===== config.mk =====
export PLATFORM = sky130hd
export DESIGN_NAME = three_wire_serial_master_flat
export DESIGN_NICKNAME = d
export VERILOG_FILES = /design/src/rtl/tws_pkg.sv /design/src/rtl/tws_if.sv /design/src/rtl/three_wire_serial_master.sv /design/src/rtl/tws_cfg.sv /design/src/rtl/tws_engine.sv /design/src/flat_wrapper.sv
export SDC_FILE = /design/constraint.sdc
export NUM_CORES = 1
export LEC_CHECK = 0
export BUFFER_PORTS_ARGS = -buffer_cell sky130_fd_sc_hd__clkbuf_2
export CELL_PAD_IN_SITES_DETAIL_PLACEMENT = 0
export CELL_PAD_IN_SITES_GLOBAL_PLACEMENT = 2
export CORE_UTILIZATION = 34
export CTS_BUF_LIST = sky130_fd_sc_hd__clkbuf_16
export CTS_CLUSTER_DIAMETER = 40
export DETAILED_ROUTE_END_ITERATION = 10
export GPL_TIMING_DRIVEN = 0
export MAX_ROUTING_LAYER = met4
export PLACE_DENSITY_LB_ADDON = 0.1
export REMOVE_ABC_BUFFERS = 1
export SLEW_MARGIN = 20
export SYNTH_ARGS = -nofsm -noshare
export SYNTH_HDL_FRONTEND = slang
export SYNTH_SLANG_ARGS = --single-unit

===== constraint.sdc =====
create_clock -name clk_i -period 3.4 [get_ports clk_i]
set_input_delay 0.51 -clock clk_i [delete_from_list [all_inputs] [get_ports clk_i]]
set_output_delay 0.51 -clock clk_i [all_outputs]
set_load 0.01 [all_outputs]

===== src/rtl/tws_pkg.sv =====
// Shared types, constants and helpers for the three-wire serial master.
package tws_pkg;

  localparam int unsigned BYTE_BITS  = 8;
  localparam int unsigned SHIFT_BITS = 2 * BYTE_BITS;
  localparam int unsigned TICK_BITS  = 10;
  localparam int unsigned HALF_BITS  = 8;
  localparam int unsigned BITC_BITS  = 5;
  localparam int unsigned TIME_BITS  = 3 * BYTE_BITS;
  localparam int unsigned CFG_BITS   = 10;

  localparam logic [HALF_BITS-1:0] HALF_PERIOD_RST = 8'd18;
  localparam logic [TICK_BITS-1:0] CE_SETUP_RST    = 10'd67;
  localparam logic [TICK_BITS-1:0] TICK_MAX        = 10'd1023;

  localparam logic [BYTE_BITS-1:0] CMD_HOUR = 8'h85;
  localparam logic [BYTE_BITS-1:0] CMD_MIN  = 8'h83;
  localparam logic [BYTE_BITS-1:0] CMD_SEC  = 8'h81;

  // Configuration register indexes
  typedef enum logic {
    CFG_HALF_PERIOD = 1'b0,
    CFG_CE_SETUP    = 1'b1
  } cfg_idx_e;

  typedef enum logic [1:0] {
    REQ_NONE  = 2'd0,
    REQ_READ  = 2'd1,
    REQ_WRITE = 2'd2,
    REQ_TIME  = 2'd3
  } req_e;

  typedef struct packed {
    logic [HALF_BITS-1:0] half_period;
    logic [TICK_BITS-1:0] ce_setup;
  } cfg_t;

  typedef struct packed {
    logic [1:0]           req_type;
    logic [BYTE_BITS-1:0] command;
    logic [BYTE_BITS-1:0] write_data;
    logic                 data_in;
  } tick_t;

  typedef struct packed {
    logic                 ce;
    logic                 sclk;
    logic                 data_out;
    logic                 data_drive;
    logic                 busy_res;
    logic                 done_res;
    logic [TIME_BITS-1:0] read_data;
  } res_t;

  // Command for each read of a time-read sequence (hour, minute, second)
  function automatic logic [BYTE_BITS-1:0] time_cmd(input logic [1:0] k);
    logic [BYTE_BITS-1:0] c;
    unique case (k)
      2'd0:    c = CMD_HOUR;
      2'd1:    c = CMD_MIN;
      default: c = CMD_SEC;
    endcase
    return c;
  endfunction

endpackage


===== src/rtl/tws_if.sv =====
// Valid/ready channel interfaces for tick items, results and configuration writes.
interface tws_tick_if;
  logic                          valid;
  logic                          ready;
  logic [1:0]                    req_type;
  logic [tws_pkg::BYTE_BITS-1:0] command;
  logic [tws_pkg::BYTE_BITS-1:0] write_data;
  logic                          data_in;

  modport source (output valid, req_type, command, write_data, data_in, input ready);
  modport sink   (input valid, req_type, command, write_data, data_in, output ready);
endinterface

interface tws_res_if;
  logic                          valid;
  logic                          ready;
  logic                          ce;
  logic                          sclk;
  logic                          data_out;
  logic                          data_drive;
  logic                          busy_res;
  logic                          done_res;
  logic [tws_pkg::TIME_BITS-1:0] read_data;

  modport source (output valid, ce, sclk, data_out, data_drive, busy_res, done_res,
                  read_data, input ready);
  modport sink   (input valid, ce, sclk, data_out, data_drive, busy_res, done_res,
                  read_data, output ready);
endinterface

interface tws_cfg_if;
  logic                         valid;
  logic                         ready;
  logic                         index;
  logic [tws_pkg::CFG_BITS-1:0] data;

  modport source (output valid, index, data, input ready);
  modport sink   (input valid, index, data, output ready);
endinterface


===== src/rtl/three_wire_serial_master.sv =====
// Top level of the three-wire serial master: channels, sequencer and output register.
//
// Usage:
//   tick_i  - one transaction per timing tick of the serial link. req_type starts a
//             read, a write or a packed time read when the link is idle (ignored
//             while busy); data_in is the sampled level of the data pin.
//   res_o   - exactly one result transaction per tick transaction: CE, SCLK,
//             data-out and drive-enable levels, busy, done and read data.
//   cfg_i   - register writes (index 0: half period, index 1: CE setup ticks);
//             always ready, write only while the link is idle.
// A result is written into the output register when its tick is accepted.
// Throughput: one tick per cycle unless stalled; the sequencer step is a
// single pass of counter compare and shift logic between state and output
// registers. A new tick is taken in the same cycle the held result is taken.
// Reset: link idle, no result valid, registers at 18 and 67 ticks.
// Stall: while res_o.ready is low and a result is held, tick_i.ready is low
// and the sequencer does not advance.
module three_wire_serial_master (
  input  logic       clk_i,
  input  logic       rst_ni,
  tws_tick_if.sink   tick_i,
  tws_res_if.source  res_o,
  tws_cfg_if.sink    cfg_i
);

  tws_pkg::tick_t tick;
  tws_pkg::cfg_t  cfg;
  tws_pkg::res_t  res_d, res_q;
  logic           out_valid_q;
  logic           in_fire;

  // Config channel never stalls
  assign cfg_i.ready = 1'b1;

  tws_cfg u_cfg (
    .clk_i  (clk_i),
    .rst_ni (rst_ni),
    .wr_i   (cfg_i.valid),
    .idx_i  (tws_pkg::cfg_idx_e'(cfg_i.index)),
    .data_i (cfg_i.data),
    .cfg_o  (cfg)
  );

  assign tick.req_type   = tick_i.req_type;
  assign tick.command    = tick_i.command;
  assign tick.write_data = tick_i.write_data;
  assign tick.data_in    = tick_i.data_in;

  // Accept when the output register is empty or drains this cycle
  assign tick_i.ready = !out_valid_q || res_o.ready;
  assign in_fire      = tick_i.valid && tick_i.ready;

  tws_engine u_engine (
    .clk_i  (clk_i),
    .rst_ni (rst_ni),
    .step_i (in_fire),
    .tick_i (tick),
    .cfg_i  (cfg),
    .res_o  (res_d)
  );

  always_ff @(posedge clk_i or negedge rst_ni) begin
    if (!rst_ni) begin
      out_valid_q <= 1'b0;
    end else if (in_fire) begin
      out_valid_q <= 1'b1;
    end else if (res_o.ready) begin
      out_valid_q <= 1'b0;
    end
  end

  // Result payload, no reset needed
  always_ff @(posedge clk_i) begin
    if (in_fire) begin
      res_q <= res_d;
    end
  end

  assign res_o.valid      = out_valid_q;
  assign res_o.ce         = res_q.ce;
  assign res_o.sclk       = res_q.sclk;
  assign res_o.data_out   = res_q.data_out;
  assign res_o.data_drive = res_q.data_drive;
  assign res_o.busy_res   = res_q.busy_res;
  assign res_o.done_res   = res_q.done_res;
  assign res_o.read_data  = res_q.read_data;

endmodule


===== src/rtl/tws_cfg.sv =====
// Configuration registers: half period and CE setup time.
module tws_cfg (
  input  logic                          clk_i,
  input  logic                          rst_ni,
  input  logic                          wr_i,
  input  tws_pkg::cfg_idx_e             idx_i,
  input  logic [tws_pkg::CFG_BITS-1:0]  data_i,
  output tws_pkg::cfg_t                 cfg_o
);

  tws_pkg::cfg_t cfg_d, cfg_q;

  always_comb begin
    cfg_d = cfg_q;
    if (wr_i) begin
      unique case (idx_i)
        tws_pkg::CFG_HALF_PERIOD: cfg_d.half_period = data_i[tws_pkg::HALF_BITS-1:0];
        tws_pkg::CFG_CE_SETUP:    cfg_d.ce_setup    = data_i[tws_pkg::TICK_BITS-1:0];
        default:                  cfg_d = cfg_q;
      endcase
    end
  end

  always_ff @(posedge clk_i or negedge rst_ni) begin
    if (!rst_ni) begin
      cfg_q.half_period <= tws_pkg::HALF_PERIOD_RST;
      cfg_q.ce_setup    <= tws_pkg::CE_SETUP_RST;
    end else begin
      cfg_q <= cfg_d;
    end
  end

  assign cfg_o = cfg_q;

endmodule


===== src/rtl/tws_engine.sv =====
// Link sequencer: phase, tick and bit counters, shift registers; one step per tick.
module tws_engine (
  input  logic          clk_i,
  input  logic          rst_ni,
  input  logic          step_i,
  input  tws_pkg::tick_t tick_i,
  input  tws_pkg::cfg_t  cfg_i,
  output tws_pkg::res_t  res_o
);

  typedef enum logic [2:0] {
    PH_IDLE  = 3'd0,
    PH_SETUP = 3'd1,
    PH_HIGH  = 3'd2,
    PH_LOW   = 3'd3,
    PH_GAP   = 3'd4
  } phase_e;

  phase_e                           phase_d, phase_q;
  logic [tws_pkg::TICK_BITS-1:0]    tick_d, tick_q;
  logic [tws_pkg::BITC_BITS-1:0]    bit_d, bit_q;
  logic [tws_pkg::SHIFT_BITS-1:0]   sout_d, sout_q;
  logic [tws_pkg::BYTE_BITS-1:0]    sin_d, sin_q;
  logic [tws_pkg::TIME_BITS-1:0]    accum_d, accum_q;
  logic [1:0]                       ridx_d, ridx_q;
  tws_pkg::req_e                    kind_d, kind_q;

  logic [tws_pkg::TICK_BITS-1:0]    tick_inc;
  logic [tws_pkg::TICK_BITS-1:0]    half_ext;
  logic                             half_done;
  logic [tws_pkg::TIME_BITS-1:0]    accum_new;
  logic [1:0]                       ridx_new;
  logic [1:0]                       ridx_clip;
  tws_pkg::req_e                    req;
  logic                             done;
  logic [tws_pkg::TIME_BITS-1:0]    result;
  logic                             ce;

  assign req       = tws_pkg::req_e'(tick_i.req_type);
  assign tick_inc  = (tick_q < tws_pkg::TICK_MAX) ? tick_q + 1'b1 : tick_q;
  assign half_ext  = {{(tws_pkg::TICK_BITS-tws_pkg::HALF_BITS){1'b0}}, cfg_i.half_period};
  assign half_done = (tick_inc >= half_ext);
  assign accum_new = {accum_q[tws_pkg::TIME_BITS-tws_pkg::BYTE_BITS-1:0], sin_q};
  assign ridx_new  = ridx_q + 1'b1;
  assign ridx_clip = (ridx_q > 2'd2) ? 2'd2 : ridx_q;

  always_comb begin
    phase_d = phase_q;
    tick_d  = tick_q;
    bit_d   = bit_q;
    sout_d  = sout_q;
    sin_d   = sin_q;
    accum_d = accum_q;
    ridx_d  = ridx_q;
    kind_d  = kind_q;
    done    = 1'b0;
    result  = '0;

    unique case (phase_q)
      PH_IDLE: begin
        if (req != tws_pkg::REQ_NONE) begin
          kind_d  = req;
          accum_d = '0;
          ridx_d  = '0;
          sin_d   = '0;
          bit_d   = '0;
          tick_d  = '0;
          phase_d = PH_SETUP;
          priority if (req == tws_pkg::REQ_WRITE) begin
            sout_d = {tick_i.write_data, tick_i.command};
          end else if (req == tws_pkg::REQ_READ) begin
            sout_d = {{tws_pkg::BYTE_BITS{1'b0}}, tick_i.command};
          end else begin
            sout_d = {{tws_pkg::BYTE_BITS{1'b0}}, tws_pkg::time_cmd(2'd0)};
          end
        end
      end
      PH_SETUP: begin
        tick_d = tick_inc;
        if (tick_inc >= cfg_i.ce_setup) begin
          phase_d = PH_HIGH;
          tick_d  = '0;
        end
      end
      PH_HIGH: begin
        tick_d = tick_inc;
        if (half_done) begin
          // Read bits are sampled at the end of the high phase
          if (kind_q != tws_pkg::REQ_WRITE &&
              bit_q >= tws_pkg::BITC_BITS'(tws_pkg::BYTE_BITS)) begin
            sin_d = sin_q | (tws_pkg::BYTE_BITS'(tick_i.data_in) << bit_q[2:0]);
          end else begin
            sout_d = sout_q >> 1;
          end
          bit_d   = bit_q + 1'b1;
          phase_d = PH_LOW;
          tick_d  = '0;
        end
      end
      PH_LOW: begin
        tick_d = tick_inc;
        if (half_done) begin
          tick_d = '0;
          if (bit_q >= tws_pkg::BITC_BITS'(tws_pkg::SHIFT_BITS)) begin
            phase_d = PH_IDLE;
            priority if (kind_q == tws_pkg::REQ_READ) begin
              done   = 1'b1;
              result = {{(tws_pkg::TIME_BITS-tws_pkg::BYTE_BITS){1'b0}}, sin_q};
            end else if (kind_q == tws_pkg::REQ_WRITE) begin
              done = 1'b1;
            end else begin
              accum_d = accum_new;
              ridx_d  = ridx_new;
              if (ridx_new == 2'd3) begin
                done   = 1'b1;
                result = accum_new;
              end else begin
                phase_d = PH_GAP;
              end
            end
          end else begin
            phase_d = PH_HIGH;
          end
        end
      end
      PH_GAP: begin
        tick_d = tick_inc;
        if (half_done) begin
          sout_d  = {{tws_pkg::BYTE_BITS{1'b0}}, tws_pkg::time_cmd(ridx_clip)};
          sin_d   = '0;
          bit_d   = '0;
          tick_d  = '0;
          phase_d = PH_SETUP;
        end
      end
      default: begin
        phase_d = PH_IDLE;
        tick_d  = '0;
      end
    endcase
  end

  // Pin levels follow the updated state
  assign ce = (phase_d == PH_SETUP) || (phase_d == PH_HIGH) || (phase_d == PH_LOW);
  assign res_o.ce         = ce;
  assign res_o.sclk       = (phase_d == PH_HIGH);
  assign res_o.data_drive = ce && (kind_d == tws_pkg::REQ_WRITE ||
                                   bit_d < tws_pkg::BITC_BITS'(tws_pkg::BYTE_BITS));
  assign res_o.data_out   = res_o.data_drive & sout_d[0];
  assign res_o.busy_res   = (phase_d != PH_IDLE);
  assign res_o.done_res   = done;
  assign res_o.read_data  = result;

  always_ff @(posedge clk_i or negedge rst_ni) begin
    if (!rst_ni) begin
      phase_q <= PH_IDLE;
      tick_q  <= '0;
      bit_q   <= '0;
      sout_q  <= '0;
      sin_q   <= '0;
      accum_q <= '0;
      ridx_q  <= '0;
      kind_q  <= tws_pkg::REQ_NONE;
    end else if (step_i) begin
      phase_q <= phase_d;
      tick_q  <= tick_d;
      bit_q   <= bit_d;
      sout_q  <= sout_d;
      sin_q   <= sin_d;
      accum_q <= accum_d;
      ridx_q  <= ridx_d;
      kind_q  <= kind_d;
    end
  end

endmodule


===== src/flat_wrapper.sv =====
// flat-port wrapper written by rule: the top's interface ports become plain ports
module three_wire_serial_master_flat 
  (clk_i, rst_ni, tick_i_valid, tick_i_req_type, tick_i_command, tick_i_write_data, tick_i_data_in, tick_i_ready, res_o_valid, res_o_ce, res_o_sclk, res_o_data_out, res_o_data_drive, res_o_busy_res, res_o_done_res, res_o_read_data, res_o_ready, cfg_i_valid, cfg_i_index, cfg_i_data, cfg_i_ready);
  tws_tick_if tick_i_i ();
  tws_res_if res_o_i ();
  tws_cfg_if cfg_i_i ();
  input  logic clk_i;
  input  logic rst_ni;
  input wire logic [$bits(tick_i_i.valid)-1:0] tick_i_valid;
  input wire logic [$bits(tick_i_i.req_type)-1:0] tick_i_req_type;
  input wire logic [$bits(tick_i_i.command)-1:0] tick_i_command;
  input wire logic [$bits(tick_i_i.write_data)-1:0] tick_i_write_data;
  input wire logic [$bits(tick_i_i.data_in)-1:0] tick_i_data_in;
  output wire logic [$bits(tick_i_i.ready)-1:0] tick_i_ready;
  output wire logic [$bits(res_o_i.valid)-1:0] res_o_valid;
  output wire logic [$bits(res_o_i.ce)-1:0] res_o_ce;
  output wire logic [$bits(res_o_i.sclk)-1:0] res_o_sclk;
  output wire logic [$bits(res_o_i.data_out)-1:0] res_o_data_out;
  output wire logic [$bits(res_o_i.data_drive)-1:0] res_o_data_drive;
  output wire logic [$bits(res_o_i.busy_res)-1:0] res_o_busy_res;
  output wire logic [$bits(res_o_i.done_res)-1:0] res_o_done_res;
  output wire logic [$bits(res_o_i.read_data)-1:0] res_o_read_data;
  input wire logic [$bits(res_o_i.ready)-1:0] res_o_ready;
  input wire logic [$bits(cfg_i_i.valid)-1:0] cfg_i_valid;
  input wire logic [$bits(cfg_i_i.index)-1:0] cfg_i_index;
  input wire logic [$bits(cfg_i_i.data)-1:0] cfg_i_data;
  output wire logic [$bits(cfg_i_i.ready)-1:0] cfg_i_ready;
  assign tick_i_i.valid = tick_i_valid;
  assign tick_i_i.req_type = tick_i_req_type;
  assign tick_i_i.command = tick_i_command;
  assign tick_i_i.write_data = tick_i_write_data;
  assign tick_i_i.data_in = tick_i_data_in;
  assign tick_i_ready = tick_i_i.ready;
  assign res_o_valid = res_o_i.valid;
  assign res_o_ce = res_o_i.ce;
  assign res_o_sclk = res_o_i.sclk;
  assign res_o_data_out = res_o_i.data_out;
  assign res_o_data_drive = res_o_i.data_drive;
  assign res_o_busy_res = res_o_i.busy_res;
  assign res_o_done_res = res_o_i.done_res;
  assign res_o_read_data = res_o_i.read_data;
  assign res_o_i.ready = res_o_ready;
  assign cfg_i_i.valid = cfg_i_valid;
  assign cfg_i_i.index = cfg_i_index;
  assign cfg_i_i.data = cfg_i_data;
  assign cfg_i_ready = cfg_i_i.ready;
  three_wire_serial_master u_core (.clk_i(clk_i), .rst_ni(rst_ni), .tick_i(tick_i_i), .res_o(res_o_i), .cfg_i(cfg_i_i));
endmodule

==> impl_metrics.toml <==
[setup_path]
r2r_start = "u_core.u_engine.tick_q[1]"
path_cells = "ha_4 -> and2_4 -> and3_4 -> nor3_4 -> xor2_4 -> ha_4 -> nand3_2 -> nand2_2 -> a221oi_4 -> and2_4 -> buf_6 -> nor2_4 -> a2111oi_4 -> buf_4 -> a21oi_1"
end_kind = "flip-flop"
crit_start = "u_core.u_engine.tick_q[1]"
slowest_stage = "dfrtp_1"
arrival_ns = 3.42
crit_fanout = 6
reg2reg_depth = 15
timing.rr.end = "u_core.res_o.data_drive"
rrSetupSlack_ns = 0.08
path_class = "reg -> reg"
cp.required_ns = 3.50
cp-start-kind = "flip-flop"
max_stage_delay_ns = 0.43

[placement]
place_ws_ns = -1.00
dp_hpwl_um = 8620
placed_cell_area_mm2 = 0.00623
gp_congestion = 0.784
io_buffers = 66

[logic_synthesis]
synth-seq-cells = 111
synthCells = 532
async_flop_share_pct = 73.0
synth_area_per_cell_um2 = 10.7
yosys_warnings = 0
netlist_area_mm2 = 0.00567
synth_ff_type = "dfrtp_1"
seq_area_frac_synth_pct = 51.7
yosysTopAreaCellShare_pct = 33.5
yosys-top-cells-area = "dfrtp_1 (34%), edfxtp_1 (16%), ha_1 (5.7%)"
yosysTopAreaCell = "dfrtp_1"
synth_cell_types = 61
synth_edf_count = 30
ys_top_cells_by_count = "dfrtp_1 (76), nand2_1 (69), inv_1 (43)"
synth.most_common_cell = "dfrtp_1"

[floorplan]
die_y_um = 131
pin_count = 68
num_rows = 46
start_util_pct = 35.3
core_mm2 = 0.0161
dieArea_mm2 = 0.0172
die_x_um = 131

[timing]
setup_viol = 0
setup_ws_ns = 0.0762
slew_violations = 0
finalCritPeriodShare_pct = 97.8
rsz0062_at_grt = "true"
fin_crit_ns = 3.32
whs_ns = 0.174
fmax_mhz = 301
skew_ns = 0.00781
slew_headroom_pct = 32.0
finalHoldViolCount = 0
worst_pin_slew_ns = 1.02

[detailed_routing]
dr.pass1.iters = 4
wl_per_cell_um = 15.6
antenna_left = 0
drt_wl_total_um = 13100
vias_per_cell = 4.93
dr_total_vias = 4152
drt_iter0_markers = 177
remaining_drc_errors = 0

[global_routing]
grtUsageTotal_pct = 16.2
grt_max_degree = 82
grt_pass1_wl_um = 21500
grt_pass1_vias = 4140
antenna_found_initial = 0
grt_overflow_total = 0

[clock_tree]
clk_latency_ns = 0.35
clock_sinks = 111
clockBufferDepth = 2
cts-root-buf = "clkbuf_16"
numCtsBuffers = 9
clk_pin_slew_ns = 0.07
cts_tree = "yes"
cts_max_level = 3

[cells_and_area]
drive_gt1_share_pct = 31.7
fin_nets = 683
fin_area_mm2 = 0.00713
fillers = 1560
areaGrowthSynthToFinish_pct = 25.6
n_antenna_cell = 0

[run]
maxCapViolCount = 0

[worst_hold_path]
min_path_type = "in -> async"

[pwr]
p_leak_nw = 3.25
peakVddDrop_v = 0.000233
powerDensity_mw_per_mm2 = 502

[status]
status = "finished clean"
[where the power goes]
group / internal (mW) / switching [mW] / total (mW)
Combinational: 0.427 / 0.525 / 0.952
Clock: 0.491 / 0.484 / 0.975
Sequential: 1.54 / 0.117 / 1.65
[metrics by stage]
step                      util, %  total power [mW]  instances  setup TNS, ns
after floorplan                 -              2.16        512          -5.15
after global placement       38.5              2.40        794         -72.89
after detailed placement     38.8              2.43        797         -55.59
after CTS                    42.1              3.54        826         -0.133
after global routing         44.4              3.82        843          -2.60
final                        44.4              3.58        843              0
[how the worst max path moves through the flow]
| stage | to | cells after the start | slack, ns |
|---|---|---|---|
| detailed placement | u_core.res_o.data_out | 12 | -1.0 |
| global placement | u_core.u_engine.sout_q[1] | 12 | -1.30 |
| floorplan | u_core.u_engine.sout_q[10] | 13 | -0.30 |
| CTS | u_core.res_o.busy_res | 12 | -0.05 |
| finish | u_core.res_o.data_drive | 15 | 0.08 |
| global route | u_core.u_engine.tick_q[0] | 13 | -0.12 |
[flip-flops by register name, indices dropped and copies added (netlist names)]
name and count:
u_core.res_o.busy_res 1, u_core.res_o.ce 1, u_core.res_o.data_drive 1, u_core.res_o.data_out 1
u_core.res_o.done_res 1, u_core.res_o.read_data 24, u_core.res_o.sclk 1, u_core.res_o.valid 1
u_core.u_cfg.cfg_o 18, u_core.u_engine.accum_q 16, u_core.u_engine.bit_q 5, u_core.u_engine.kind_q 2
u_core.u_engine.phase_q 3, u_core.u_engine.ridx_q 2, u_core.u_engine.sin_q 8, u_core.u_engine.sout_q 16
u_core.u_engine.tick_q 10
[layer usage]
layer	global-route usage, %	wire length, um	share of wire (%)	vias to the layer above
li1	-	-	-	2046
met1	20.9	6240	48	2015
met2	25.5	6300	48	76
met3	2.16	329	2.5	15
met4	6.67	257	2.0	0
met5	-	0	0	-
[cells by family (layout without fill, tap and decap cells)]
logic type               Yosys count  count (layout)  share of synthesized area (%)
buffers and inverters             63             158                           4.50
flip-flops                       111             111                           51.7
multiplexers                      46              46                           8.69
AND/OR/NAND/NOR                  174             174                           15.1
adder cells (fa/ha/maj)           26              26                           5.74
XOR/XNOR                           7               7                           1.08
other                              1               1                         0.0661
AO/OA/AOI/OAI                    104             104                           13.1
[timing repair]
item	4_1_cts	5_1_grt
hold buffers	0	0
gates cloned	0	0
buffers inserted	13	19
endpoints found under the setup margin	90	80
endpoints found under the hold margin	0	0
pin swaps	11	32
resized for setup	38	45
[layout by cell type (no fill, tap or decap), types with 3 or more instances in the layout]
cell and n:
dfrtp_1 72, clkbuf_2 65, nand2_1 63, inv_1 43, edfxtp_1 30, and2_1 29
buf_4 28, o21ai_0 26, nor2_1 21, ha_1 21, mux2i_1 20, a22o_1 20
mux2_2 18, a21oi_1 13, clkbuf_16 9, o21ai_1 8, mux2_4 7, nand3_1 6
nand2_2 6, nand2b_1 5, ha_4 5, dfstp_2 5, nor3_1 4, and3_1 4
nor3_4 4, a221o_1 4, buf_6 4, dfrtp_2 4, and2_4 3, and3_4 3
nand4_1 3, nor2_4 3, nor2b_1 3
[area by class of cell]
cell class | count | area, um2 | area share, %
Clock inverter | 7 | 41.3 | 0.579
Clock buffer | 9 | 225 | 3.16
Inverter | 43 | 161 | 2.27
Timing Repair Buffer | 99 | 614 | 8.62
Sequential cell | 111 | 2940 | 41.2
Multi-Input combinational cell | 358 | 2870 | 40.3
Tap cell | 216 | 270 | 3.79
[worst max-delay path, delay by kind of cell (launching register included)]
kind                     cells  cell delay [ns]
adder cells (fa/ha/maj)      2             0.44
AND/OR/NAND/NOR              7             1.00
AO/OA/AOI/OAI                3             0.61
buffers and inverters        2             0.31
XOR/XNOR                     1             0.26
flip-flops                   1             0.43
(Power assumes the default switching activity.)
